### src/design/tpa_pkg.sv
// Shared widths and queue depth for the triangle perimeter and area block.
package tpa_pkg;

	localparam int PERIM_W    = 27;
	localparam int AREA_W     = 32;
	localparam int FIFO_DEPTH = 4;
	localparam int FIFO_AW    = $clog2(FIFO_DEPTH);

endpackage

### src/design/tpa_fifo.sv
// Short queue between the front and back pipelines.
module tpa_fifo #(
	parameter int WIDTH = 8
) (
	input  logic             clk,
	input  logic             arst_n,
	input  logic             in_valid,
	output logic             in_ready,
	input  logic [WIDTH-1:0] in_data,
	output logic             out_valid,
	input  logic             out_ready,
	output logic [WIDTH-1:0] out_data
);
	import tpa_pkg::*;

	logic [WIDTH-1:0]   slot_q [FIFO_DEPTH];
	logic [FIFO_AW-1:0] wr_ptr_q, rd_ptr_q;
	logic [FIFO_AW:0]   count_q;
	logic               push, pop;

	assign in_ready  = count_q != (FIFO_AW+1)'(FIFO_DEPTH);
	assign out_valid = count_q != '0;
	assign push      = in_valid && in_ready;
	assign pop       = out_valid && out_ready;
	assign out_data  = slot_q[rd_ptr_q];

	always_ff @(posedge clk or negedge arst_n) begin
		if (!arst_n) begin
			wr_ptr_q <= '0;
			rd_ptr_q <= '0;
			count_q  <= '0;
		end else begin
			if (push) wr_ptr_q <= wr_ptr_q + 1'b1;
			if (pop) rd_ptr_q <= rd_ptr_q + 1'b1;
			if (push && !pop) count_q <= count_q + 1'b1;
			else if (pop && !push) count_q <= count_q - 1'b1;
		end
	end

	always_ff @(posedge clk) begin
		if (push) slot_q[wr_ptr_q] <= in_data;
	end

endmodule

### config.mk
export PLATFORM = sky130hd
export DESIGN_NAME = tpa_fifo
export DESIGN_NICKNAME = d
export VERILOG_FILES = /design/src/design/tpa_pkg.sv /design/src/design/tpa_fifo.sv
export SDC_FILE = /design/constraint.sdc
export NUM_CORES = 1
export LEC_CHECK = 0
export BUFFER_PORTS_ARGS = -buffer_cell sky130_fd_sc_hd__buf_2
export CAP_MARGIN = 20
export CORE_UTILIZATION = 55
export DETAILED_ROUTE_END_ITERATION = 8
export HOLD_SLACK_MARGIN = 0.02
export PLACE_DENSITY = 0.77
export SLEW_MARGIN = 20
export SYNTH_ARGS = -nofsm -noshare
export SYNTH_HDL_FRONTEND = slang
export SYNTH_SLANG_ARGS = --single-unit
### constraint.sdc
create_clock -name clk -period 2.1 [get_ports clk]
set_input_delay 0.105 -clock clk [delete_from_list [all_inputs] [get_ports clk]]
set_output_delay 0.105 -clock clk [all_outputs]
set_load 0.01 [all_outputs]
== Yosys cells after proc, flatten, opt, wreduce, memory -nomap -nowiden ==
Memories as Yosys holds them, arrays and structs flattened.
Index checks and enable logic that the tools add are counted.
Cells by class
  $add $sub $neg: 4
  equality and inequality tests: 1
  muxes and demuxes: 4
  reduce and logical (&&, ||, !) cells: 8
Operators with widths (count)
  $mux 3: 2
  $add 2x1->2 const B: 2
  $logic_and 1x1->1: 4
  $add 3x1->3 const B: 1
  $ne 3x3->1 const B: 1
  $reduce_bool 3->1: 1
  $sub 3x1->3 const B: 1
  $logic_not 1->1: 2
  $mux 1: 2
  $reduce_bool 2->1: 1
Word-level totals
  register bits after elaboration: 7
  memory bits (writable): 32
  input bits: 12
  output and inout bits: 10
  logic and storage cells: 21
  memories: 1
Memory list
  slot_q: depth 4, bits a word 8, read ports 1, clocked after memory_dff 0, write ports 1, RTL line tpa_fifo.sv:16  | logic [WIDTH-1:0] slot_q [FIFO_DEPTH];

== Depth between registers and ports, before layout ==
Gate-level depths: netlist of run 1.
  depth in word-level cells: 6
  mapped depth: 8
  mapped depth without buffers: 8

== Worst setup path before layout of run 1 ==
Ideal clock, no wire load.
  path type: reg-to-reg
  from: register count_q[0]
  to: register count_q[2]
  data arrival time: 1.884 ns
  data required time: 2.021 ns
  setup slack: 0.137 ns
  stages on the path, launching flop included: 9
  path buffers: 0
  clock period less this slack: 1.963 ns
  path through: dfrtp_1 -> or3_4 -> nand2_4 -> ha_1 -> inv_1 -> fa_1 -> xor2_1 -> nor2_1 -> xor2_1
Between the ends
  cells in the longest elaborated chain, start to end: 5
  elaborated cells between the ends (all ways): 13
  those cells by class: 2 x add/sub; 1 x eq/ne; 2 x mux; 8 x reduce/logical
Ends and longest elaborated chain
  start: declaration: RTL line tpa_fifo.sv:18  | logic [FIFO_AW:0] count_q;
  start signal: assignment: RTL line tpa_fifo.sv:35  | if (push && !pop) count_q <= count_q + 1'b1;
  start signal: assignment: RTL line tpa_fifo.sv:36  | else if (pop && !push) count_q <= count_q - 1'b1;
  $reduce_bool 3->1 (*): RTL line tpa_fifo.sv:22  | assign out_valid = count_q != '0;
  via out_valid: RTL line tpa_fifo.sv:10  | output logic out_valid,
  $logic_and 1x1->1 (*): RTL line tpa_fifo.sv:24  | assign pop = out_valid && out_ready;
  $logic_not 1->1: RTL line tpa_fifo.sv:35
  $logic_and 1x1->1: RTL line tpa_fifo.sv:35
  $mux 3 or $reduce_bool 2->1 (tied branches)
The timed path passes the listed nets; every way through them passes the cells marked *. The select of a mux whose other input is x is not followed.
A chain may end at the register's enable or synchronous reset.

== Worst setup path after layout of run 1 ==
  from: register count_q[1]
  to: register count_q[2]
Between the ends
  cells in the longest elaborated chain, start to end: 5
  elaborated cells between the ends (all ways): 13
  those cells by class: 2 x add/sub; 1 x eq/ne; 2 x mux; 8 x reduce/logical
Ends and longest elaborated chain
  branches (longest 5 deep; another with $sub 3x1->3)
Parallel ways; which one is timed is not known. The select of a mux whose other input is x is not followed.

==> results of run 1 <==
## layout make-up
cell class	count	area, µm²
Sequential cell	39	1136
Tap cell	31	38.79
Clock inverter	1	5.005
Inverter	3	11.26
Fill cell	174	825.8
Timing Repair Buffer	35	232.7
Clock buffer	7	45.04
Multi-Input combinational cell	33	439.2
## state kept, by name, indices dropped and copies added (netlist names)
name	flops
rd_ptr_q	2
count_q	3
slot_q	32
wr_ptr_q	2
## path summary, 6_finish.rpt
| kind | depth (start not counted) | start | to | slack [ns] |
|---|---|---|---|---|
| setup / recovery | 8 | count_q[1]$_DFFE_PN0P_ | count_q[2]$_DFFE_PN0P_ | 0.12 |
| hold / removal | 3 | out_ready | rd_ptr_q[1]$_DFFE_PN0P_ | 0.07 |
| setup reg to reg | 8 | count_q[1]$_DFFE_PN0P_ | count_q[2]$_DFFE_PN0P_ | 0.12 |
| hold reg to reg | 2 | count_q[2]$_DFFE_PN0P_ | count_q[2]$_DFFE_PN0P_ | 0.58 |
| max in group asynchronous | 2 | arst_n | wr_ptr_q[1]$_DFFE_PN0P_ | 1.80 |
| min in group asynchronous | 2 | arst_n | count_q[2]$_DFFE_PN0P_ | 0.13 |
## placed cells by master, fill, tap and decap left out, types with 2 or more instances in the layout
cell type and instances:
buf_4 5, clkbuf_4 5, clkbuf_1 2, buf_2 21, xnor2_1 4, edfxtp_1 32, dfrtp_1 7, xor2_1 2
inv_1 3, mux4_2 8, dlygate4sd3_1 9, ha_1 4, and2_1 4
## through the flow
step / util (%) / hold slack (ns) / instances
5_1_grt: 69.79 / 0.03818 / 149
4_1_cts: 68.97 / 0.04520 / 148
3_3_place_gp: 63.84 / -0.05617 / 131
2_1_floorplan: - / -0.1906 / 77
6_report: 69.79 / 0.06700 / 149
3_5_place_dp: 63.84 / -0.03966 / 131
## synth_stat cells
cell	number	share of area, %
edfxtp_1	32	61
nor2_2	1	0.40
dfrtp_1	7	11
clkbuf_2	1	0.32
mux2_2	1	0.71
mux4_2	8	11
ha_1	5	3.9
nand2_1	1	0.24
buf_4	1	0.47
or3_4	1	0.71
nand2_4	1	0.71
inv_1	3	0.71
a21boi_2	1	0.71
and2_1	4	1.6
nor2_1	1	0.24
xor2_1	2	1.1
nand3_2	1	0.63
fa_1	1	1.3
mux2_4	1	0.95
xnor2_1	4	2.2
## tightest hold or removal path, stage by stage
cell and delay, ns:
buf_2 0.13, nand3_2 0.07, xnor2_1 0.06
## layer usage
metal | part of all wire, % | up-vias
met1 | 40 | 396
met4 | 1.7 | 0
li1 | - | 372
met5 | 0 | -
met2 | 54 | 17
met3 | 3.4 | 6
## power by group
part           switching, mW  total [mW]  internal, mW  leakage, nW
sequential             0.136        1.19          1.05        0.375
combinational          0.424       0.915         0.491        0.313
clock                  0.224       0.355         0.131       0.0293
total                  0.785        2.46          1.67        0.717
## cell families after synthesis
logic type | after synthesis | synth area share [%]
DFF | 39 | 71.72
adders and majority gates | 6 | 5.213
and+or+nand+nor | 10 | 4.502
xor gates and xnor gates | 6 | 3.318
buffers and inverters | 5 | 1.501
AOI/OAI and AO/OA | 1 | 0.7108
muxes | 10 | 13.03
## timing repair
item / in CTS / in global routing
endpoints found under the setup margin: 0 / 1
buffers inserted: 0 / 1
resized for setup: 0 / 3
hold endpoints to repair: 39 / 0
hold buffers: 9 / 0
==> impl_results.md, run 1 <==
- Static Leak: 0.7174 nW
- Unrepaired setup endpoints after global routing: no
- Overall power: 2.456 mW
- Slew @ Worst Pin: 0.4467 ns
- Final hold violations: 0
- Vias: ~800
- Initial DRC count: 14
- Setup crit end kind: flop
- Met3 usage: 6.279%
- Insertion delay to the later sink of the worst-skew pair: between 0.3 and 0.4 ns
- Final Max Slew Viols: 0
- Final setup skew: 0.005451 ns
- Max-cap violations: 0
- Sequential fraction of the synthesis area: a little under three quarters
- Antenna-violating nets left: 0
- GRT met1 Usage: 23.29%
- First-pass DRT Iterations: 4
- Diode count: 0
- Top delay family on crit path: simple AND/OR/NAND/NOR gates
- Crit share post-route: 94.48%
- Rel. slew slack: 70.22%
- Gp weighted congestion: slightly below 0.7
- Highest Clock Rate: 504.0 MHz
- Port Buffer Count: 21
- Status: completed
- Die Span Y: 55.67 µm
- Final min period: around 2.0 ns
- Clock transition at path regs: 0.10 ns
- Mapped Nets: 95
- HPWL after detailed placement: 1.855 mm
- Congestion Overflow GR: 0
- TritonCTS clock tree: yes
- Arrival time worst endpoint: about 2.3 ns
- Crit-path max cell delay: 0.44 ns
- Cell row count: 19
- DR WL/cell: 17.77 µm
- Via-per-instance ratio: around 5.3
- H-tree depth: 2
- Met2 GRT Util: 34.94%
- Worst path slowest cell: dfrtp_1
- Layout cells sized above 1: 41.53%
- Fin Setup TNS: 0 ns
- Initial Utilization: 57.94%
- Setup ws final: 0.1158 ns
- Synth Cell Area: 1584 µm²
- GRT Total Usage: 20.07%
- Crit path launch type: flop
- Largest net degree at the start of global routing: 12
- Initial antenna violation count: 0
- Avg Inst Size Synth: between 20 and 25 µm²
- FF+latch count, synth: 39
- Ports: 22
- Die W: between 50 and 60 µm
- Routed wire length: 2.647 mm
- Worst IR Drop VDD: 0.9194 mV
- Drt drc: 0
- PwrDens: 1287 nW/µm²
- Peak fanout along the critical path: 4
- Cells after Synth: 77
- CORE AREA: approximately 2700 µm²
- Finish-stage setup viols: 0
- Synth cell types: 20
- Placed cell areas: about 1700 µm²
- Die area: 3099 µm²
- CTS Buffer Depth: 2
- Root Driver: clkbuf_4
- Critical path class: flop to flop
- Vias in the first global route: just under 900
- Final net count: between 100 and 150
- Gr busiest metal: met2
- Top cell by count, worst path: xor2_1
- Design area: 1908 µm²
- Pre-CTS setup slack: 0.07451 ns
- P&R area growth vs syn: 20.46%
- Crit path buf inv count: 1
- First-pass GRT wire length: 4.326 mm
- WP data required: 2.36 ns
- Hold Path Class: input port to flop
- Synth warn: 0
- Total CTS buffers: 5
- Clock Sinks: 39
- Crit path cell chain: or3_4 -> nand2_4 -> ha_4 -> inv_1 -> fa_2 -> xor2_1 -> nor2_1 -> xor2_1
(Power assumes the default switching activity.)
==> inputs of run 2 (changes only) <==
Settings changed: CORE_ASPECT_RATIO set to 0.6.
==> impl_results.md, run 2 (same netlist as run 1, synthesis figures left out) <==
- Multi-input logic area: 426.7 µm²
- Sw Ratio: 31.19%
- Port Buffer Count: 21
- Max-cap violations: 0
- WP data required: 2.28 ns
- Register area: 1136 µm²
- Arrival time worst endpoint: roughly 2.2 ns
- Root Driver: clkbuf_8
- Final min period: between 2 and 2.5 ns
- Clock power share: 18.7%
- CTS Buffer Depth: 2
- Crit-path max cell delay: 0.42 ns
- Layout cells sized above 1: 43.64%
- TritonCTS clock tree: yes
- Combinational cell fraction of total power: 36.3%
- Initial DRC count: 39
- Insertion delay to the later sink of the worst-skew pair: 0.29 ns
- Drt drc: 0
- Final hold violations: 0
- Clock transition at path regs: roughly 0.070 ns
- Clock Sinks: 39
- Static Leak: between 0.6 and 0.7 nW
- Status: completed
- Slew @ Worst Pin: 0.4389 ns
- Layout fillers: 163
- P&R area growth vs syn: 16.67%
- Worst IR Drop VDD: 0.7038 mV
- Initial Utilization: 60.69%
- Initial antenna violation count: 0
- H-tree depth: 2
- Most common cell after layout, fill and taps aside: edfxtp_1
- Peak fanout along the critical path: 3
- Cell row count: 14
- GRT Total Usage: 19.21%
- Vias in the first global route: 809
- Via-per-instance ratio: between 5 and 6
- CORE AREA: 2610 µm²
- Routed wire length: 2.457 mm
- Unrepaired setup endpoints after global routing: no
- Most frequent cells in the layout: edfxtp_1, buf_2, mux4_2
- Crit share post-route: 96.77%
- Crit path cell chain: or3_4 -> nand2_4 -> ha_2 -> inv_1 -> fa_1 -> xor2_1 -> nor2_1 -> xor2_1
- CP startpoint: count_q[2]$_DFFE_PN0P_
- Worst r2r src: count_q[2]$_DFFE_PN0P_
- Rel. slew slack: 70.74%
- Final core occ: 70.81%
- Crit path launch type: flop
- Largest register FFs: 32
- Worst path slowest cell: or3_4
- Die area: roughly 3100 µm²
- Highest Clock Rate: 492.1 MHz
- Antenna-violating nets left: 0
- DR WL/cell: 17.30 µm
- Fin Setup TNS: 0 ns
- Sequential Power Share: 45.0%
- Final net count: between 100 and 150
- Sw Pwr: approximately 0.8 mW
- First-pass DRT Iterations: 4
- Setup crit end kind: flop
- Hold Path Class: input port to flop
- HPWL after detailed placement: between 1.5 and 2 mm
- Diode count: 0
- Int Pwr: around 1.8 mW
- Largest regs: slot_q: 32 flops, count_q: 3 flops
- Total CTS buffers: 5
- Die Span Y: roughly 44 µm
- Vias: 781
- Finish-stage setup viols: 0
- Ports: 22
- Final Max Slew Viols: 0
- Largest net degree at the start of global routing: 12
- Critical path class: flop to flop
- Final setup skew: 0.003559 ns
- Gp weighted congestion: 0.7078
- Biggest register: slot_q
- PwrDens: 1386 nW/µm²
- First-pass GRT wire length: 3.995 mm
- Top cell by count, worst path: xor2_1
- Worst Hold Launch: in_data[4]
- Die W: between 70 and 80 µm
- Congestion Overflow GR: 0
-- run 2: routing by layer --
metal	track usage, %	part of all wire [%]	up-vias
met5	0	0	-
li1	-	-	356
met3	6.977	5.6	7
met4	9.600	1.5	0
met1	25.04	45	398
met2	29.33	48	20
-- run 2: worst paths after layout --
kind | endpoint | slack (ns) | depth (start not counted)
min in group asynchronous | count_q[0]$_DFFE_PN0P_ | 0.17 | 2
worst min-delay path | slot_q[2][4]$_DFFE_PP_ | 0.03 | 1
max in group asynchronous | rd_ptr_q[0]$_DFFE_PN0P_ | 1.77 | 2
worst max-delay path | count_q[2]$_DFFE_PN0P_ | 0.07 | 8
worst max register to register | count_q[2]$_DFFE_PN0P_ | 0.07 | 8
worst min register to register | count_q[2]$_DFFE_PN0P_ | 0.58 | 2
-- run 2: critical path, delay by kind of cell (launching register included) --
kind,cells,cell delay (ns)
buffers and inverters,1,0.06
and+or+nand+nor,3,0.58
DFF,1,0.38
xor gates and xnor gates,2,0.32
adders and majority gates,2,0.58
-- run 2: timing repair --
action | in CTS | in global routing
setup buffers | 0 | 1
setup endpoints to repair | 0 | 1
resized for setup | 0 | 1
hold endpoints to repair | 7 | 0
hold buffers | 1 | 0
-- run 2: per-stage QoR --
| step | instances | area (µm²) | setup WS (ns) | hold slack, ns | total power [mW] |
|---|---|---|---|---|---|
| finish | 142 | 1848 | 0.06785 | 0.03212 | 2.562 |
| global route | 142 | 1848 | 0.0008671 | 0.02983 | 2.711 |
| CTS | 141 | 1838 | 0.04073 | 0.02566 | 2.563 |
| detailed placement | 132 | 1747 | 0.1099 | -0.05010 | 2.081 |
| global placement | 132 | 1747 | 0.1843 | -0.05280 | 2.038 |
| floorplan | 77 | 1584 | 0.1372 | -0.1906 | 1.778 |
-- run 2: final cells by class --
class,count,share of cell area (%)
sequential,39,61.48
multi-input combinational,33,23.09
timing repair buffer,27,8.260
clock buffer,7,4.130
tap,32,2.167
inverter,3,0.6093
clock inverter,1,0.2708
-- run 2: power by group through the flow --
stage | sequential [mW] | clock (mW) | combinational, mW
floorplan | 1.13 | 0 | 0.643
global placement | 1.16 | 0 | 0.873
detailed placement | 1.18 | 0 | 0.904
CTS | 1.16 | 0.482 | 0.919
global route | 1.17 | 0.513 | 1.02
finish | 1.15 | 0.479 | 0.929
==> inputs of run 3 (changes only) <==
Settings changed: BUFFER_PORTS_ARGS -buffer_cell sky130_fd_sc_hd__buf_2 to -buffer_cell sky130_fd_sc_hd__clkbuf_2.
==> impl_results.md, run 3 (same netlist as run 1, synthesis figures left out) <==
- Worst path slowest cell: or3_4
- Arrival time worst endpoint: 2.25 ns
- Largest register FFs: 32
- CORE AREA: 2610 µm²
- Highest Clock Rate: around 490 MHz
- Crit path cell chain: or3_4 -> nand2_4 -> ha_2 -> inv_1 -> fa_1 -> xor2_1 -> nor2_1 -> xor2_1
- Largest net degree at the start of global routing: 13
- Crit path buf inv count: 1
- Worst IR Drop VDD: between 0.8 and 0.9 mV
- CTS Buffer Depth: 2
- Final setup skew: 0.005629 ns
- Via-per-instance ratio: 5.539
- Die W: 71.28 µm
- PwrDens: 1393 nW/µm²
- Top cell by count, worst path: xor2_1
- Final net count: around 130
- Port Buffer Count: 21
- Static Leak: 0.7027 nW
- Inst Count DP: 132
- Final hold violations: 0
- Most frequent cells in the layout: edfxtp_1, clkbuf_2, mux4_2
- Largest regs: slot_q: 32 flops, count_q: 3 flops
- Layout cells sized above 1: 44.95%
- Setup crit end kind: flop
- Multi-input logic area: 426.7 µm²
- Antenna-violating nets left: 0
- Root Driver: clkbuf_8
- Vias in the first global route: 858
- Hold Path Class: input port to flop
- Layout fillers: 189
- Met3 usage: 7.209%
- R2r endpoint: count_q[2]$_DFFE_PN0P_
- Crit path launch type: flop
- Rel. slew slack: 70.00%
- Unrepaired setup endpoints after global routing: no
- Max-cap violations: 0
- Final non-filler cell total: around 140
- Vias: 781
- First-pass GRT wire length: 4.209 mm
- HPWL after detailed placement: 1.765 mm
- Worst r2r src: count_q[2]$_DFFE_PN0P_
- Crit share post-route: 97.20%
- Ports: 22
- H-tree depth: 2
- Status: completed
- Cell row count: 14
- Critical path class: flop to flop
- Initial antenna violation count: 0
- Initial DRC count: 81
- Congestion Overflow GR: 0
- Finish-stage setup viols: 0
- Routed wire length: 2.524 mm
- Register area: 1137 µm²
- Met2 GRT Util: 33.14%
- Slew @ Worst Pin: 0.4500 ns
- Initial Utilization: approximately 61%
- Final core occ: a little under three quarters
- Gp weighted congestion: around 0.72
- P&R area growth vs syn: 16.90%
- Final min period: between 2 and 2.5 ns
- TritonCTS clock tree: yes
- Peak fanout along the critical path: 3
- DR WL/cell: 17.90 µm
- Drt drc: 0
- Final Max Slew Viols: 0
- R2R Setup Slk: 0.06 ns
- Biggest register: slot_q
- Die Span Y: 43.57 µm
- Die area: about 3100 µm²
- Clock Sinks: 39
- Clock transition at path regs: 0.07 ns
- WP data required: 2.31 ns
- First-pass DRT Iterations: 4
- R2R depth: 8
- Fin Setup TNS: 0 ns
- Diode count: 0
- Insertion delay to the later sink of the worst-skew pair: 0.29 ns
- Total CTS buffers: 5
- Top delay family on crit path: simple AND/OR/NAND/NOR gates
- Gr busiest metal: met2
- Hold depth: 1
- GRT met1 Usage: 25.25%
- Crit-path max cell delay: 0.42 ns
- GRT Total Usage: between 20% and 30%
- Most common cell after layout, fill and taps aside: edfxtp_1
- Hold worst-path end: slot_q[0][1]$_DFFE_PP_
- Worst Hold Launch: in_data[1]
-- run 3: how the worst max path moves through the flow --
stage	from	end	slack, ns	cells after the start
6_report	count_q[2]$_DFFE_PN0P_	count_q[2]$_DFFE_PN0P_	0.06	8
5_1_grt	count_q[2]$_DFFE_PN0P_	count_q[2]$_DFFE_PN0P_	0.002	8
4_1_cts	count_q[2]$_DFFE_PN0P_	count_q[2]$_DFFE_PN0P_	0.06	8
3_5_place_dp	count_q[1]$_DFFE_PN0P_	count_q[2]$_DFFE_PN0P_	0.05	8
3_3_place_gp	count_q[1]$_DFFE_PN0P_	count_q[2]$_DFFE_PN0P_	0.18	8
2_1_floorplan	count_q[0]$_DFFE_PN0P_	count_q[2]$_DFFE_PN0P_	0.14	8
-- run 3: area by class of cell --
class / instances / area share (%)
Sequential cell: 39 / 61.42
Tap cell: 32 / 2.162
Inverter: 3 / 0.6081
Timing Repair Buffer: 26 / 7.838
Clock buffer: 7 / 4.662
Clock inverter: 1 / 0.2703
Multi-Input combinational cell: 33 / 23.04
-- run 3: routing by layer --
metal | vias up | wire length, µm
li1 | 351 | -
met1 | 400 | 1115
met2 | 22 | 1238
met3 | 8 | 126
met4 | 0 | 44
met5 | - | 0
-- run 3: worst reg2reg max path, delay by kind of cell (launching register included) --
family | cells | cell delay [ns]
and+or+nand+nor | 3 | 0.63
adders and majority gates | 2 | 0.56
DFF | 1 | 0.39
xor gates and xnor gates | 2 | 0.32
buffers and inverters | 1 | 0.06
-- run 3: what timing repair did --
item / CTS / global route
setup endpoints to repair: 0 / 1
setup buffers: 0 / 0
gates resized for setup: 0 / 2
hold buffers: 1 / 0
endpoints found under the hold margin: 7 / 0
-- run 3: through the flow --
stage | setup slack, ns | cell area, µm² | hold WS [ns] | power (mW)
2_1_floorplan | 0.1372 | 1584 | -0.1906 | 1.778
3_3_place_gp | 0.1778 | 1747 | -0.04779 | 2.040
3_5_place_dp | 0.05156 | 1747 | -0.04572 | 2.093
4_1_cts | 0.05697 | 1848 | 0.03176 | 2.604
5_1_grt | 0.002439 | 1852 | 0.03847 | 2.741
6_report | 0.05871 | 1852 | 0.04016 | 2.579
-- run 3: power breakdown --
group	internal (mW)	leakage, nW	switching, mW
combinational	0.466	0.281	0.446
clock	0.265	0.0482	0.240
sequential	1.05	0.374	0.110
total	1.78	0.703	0.796
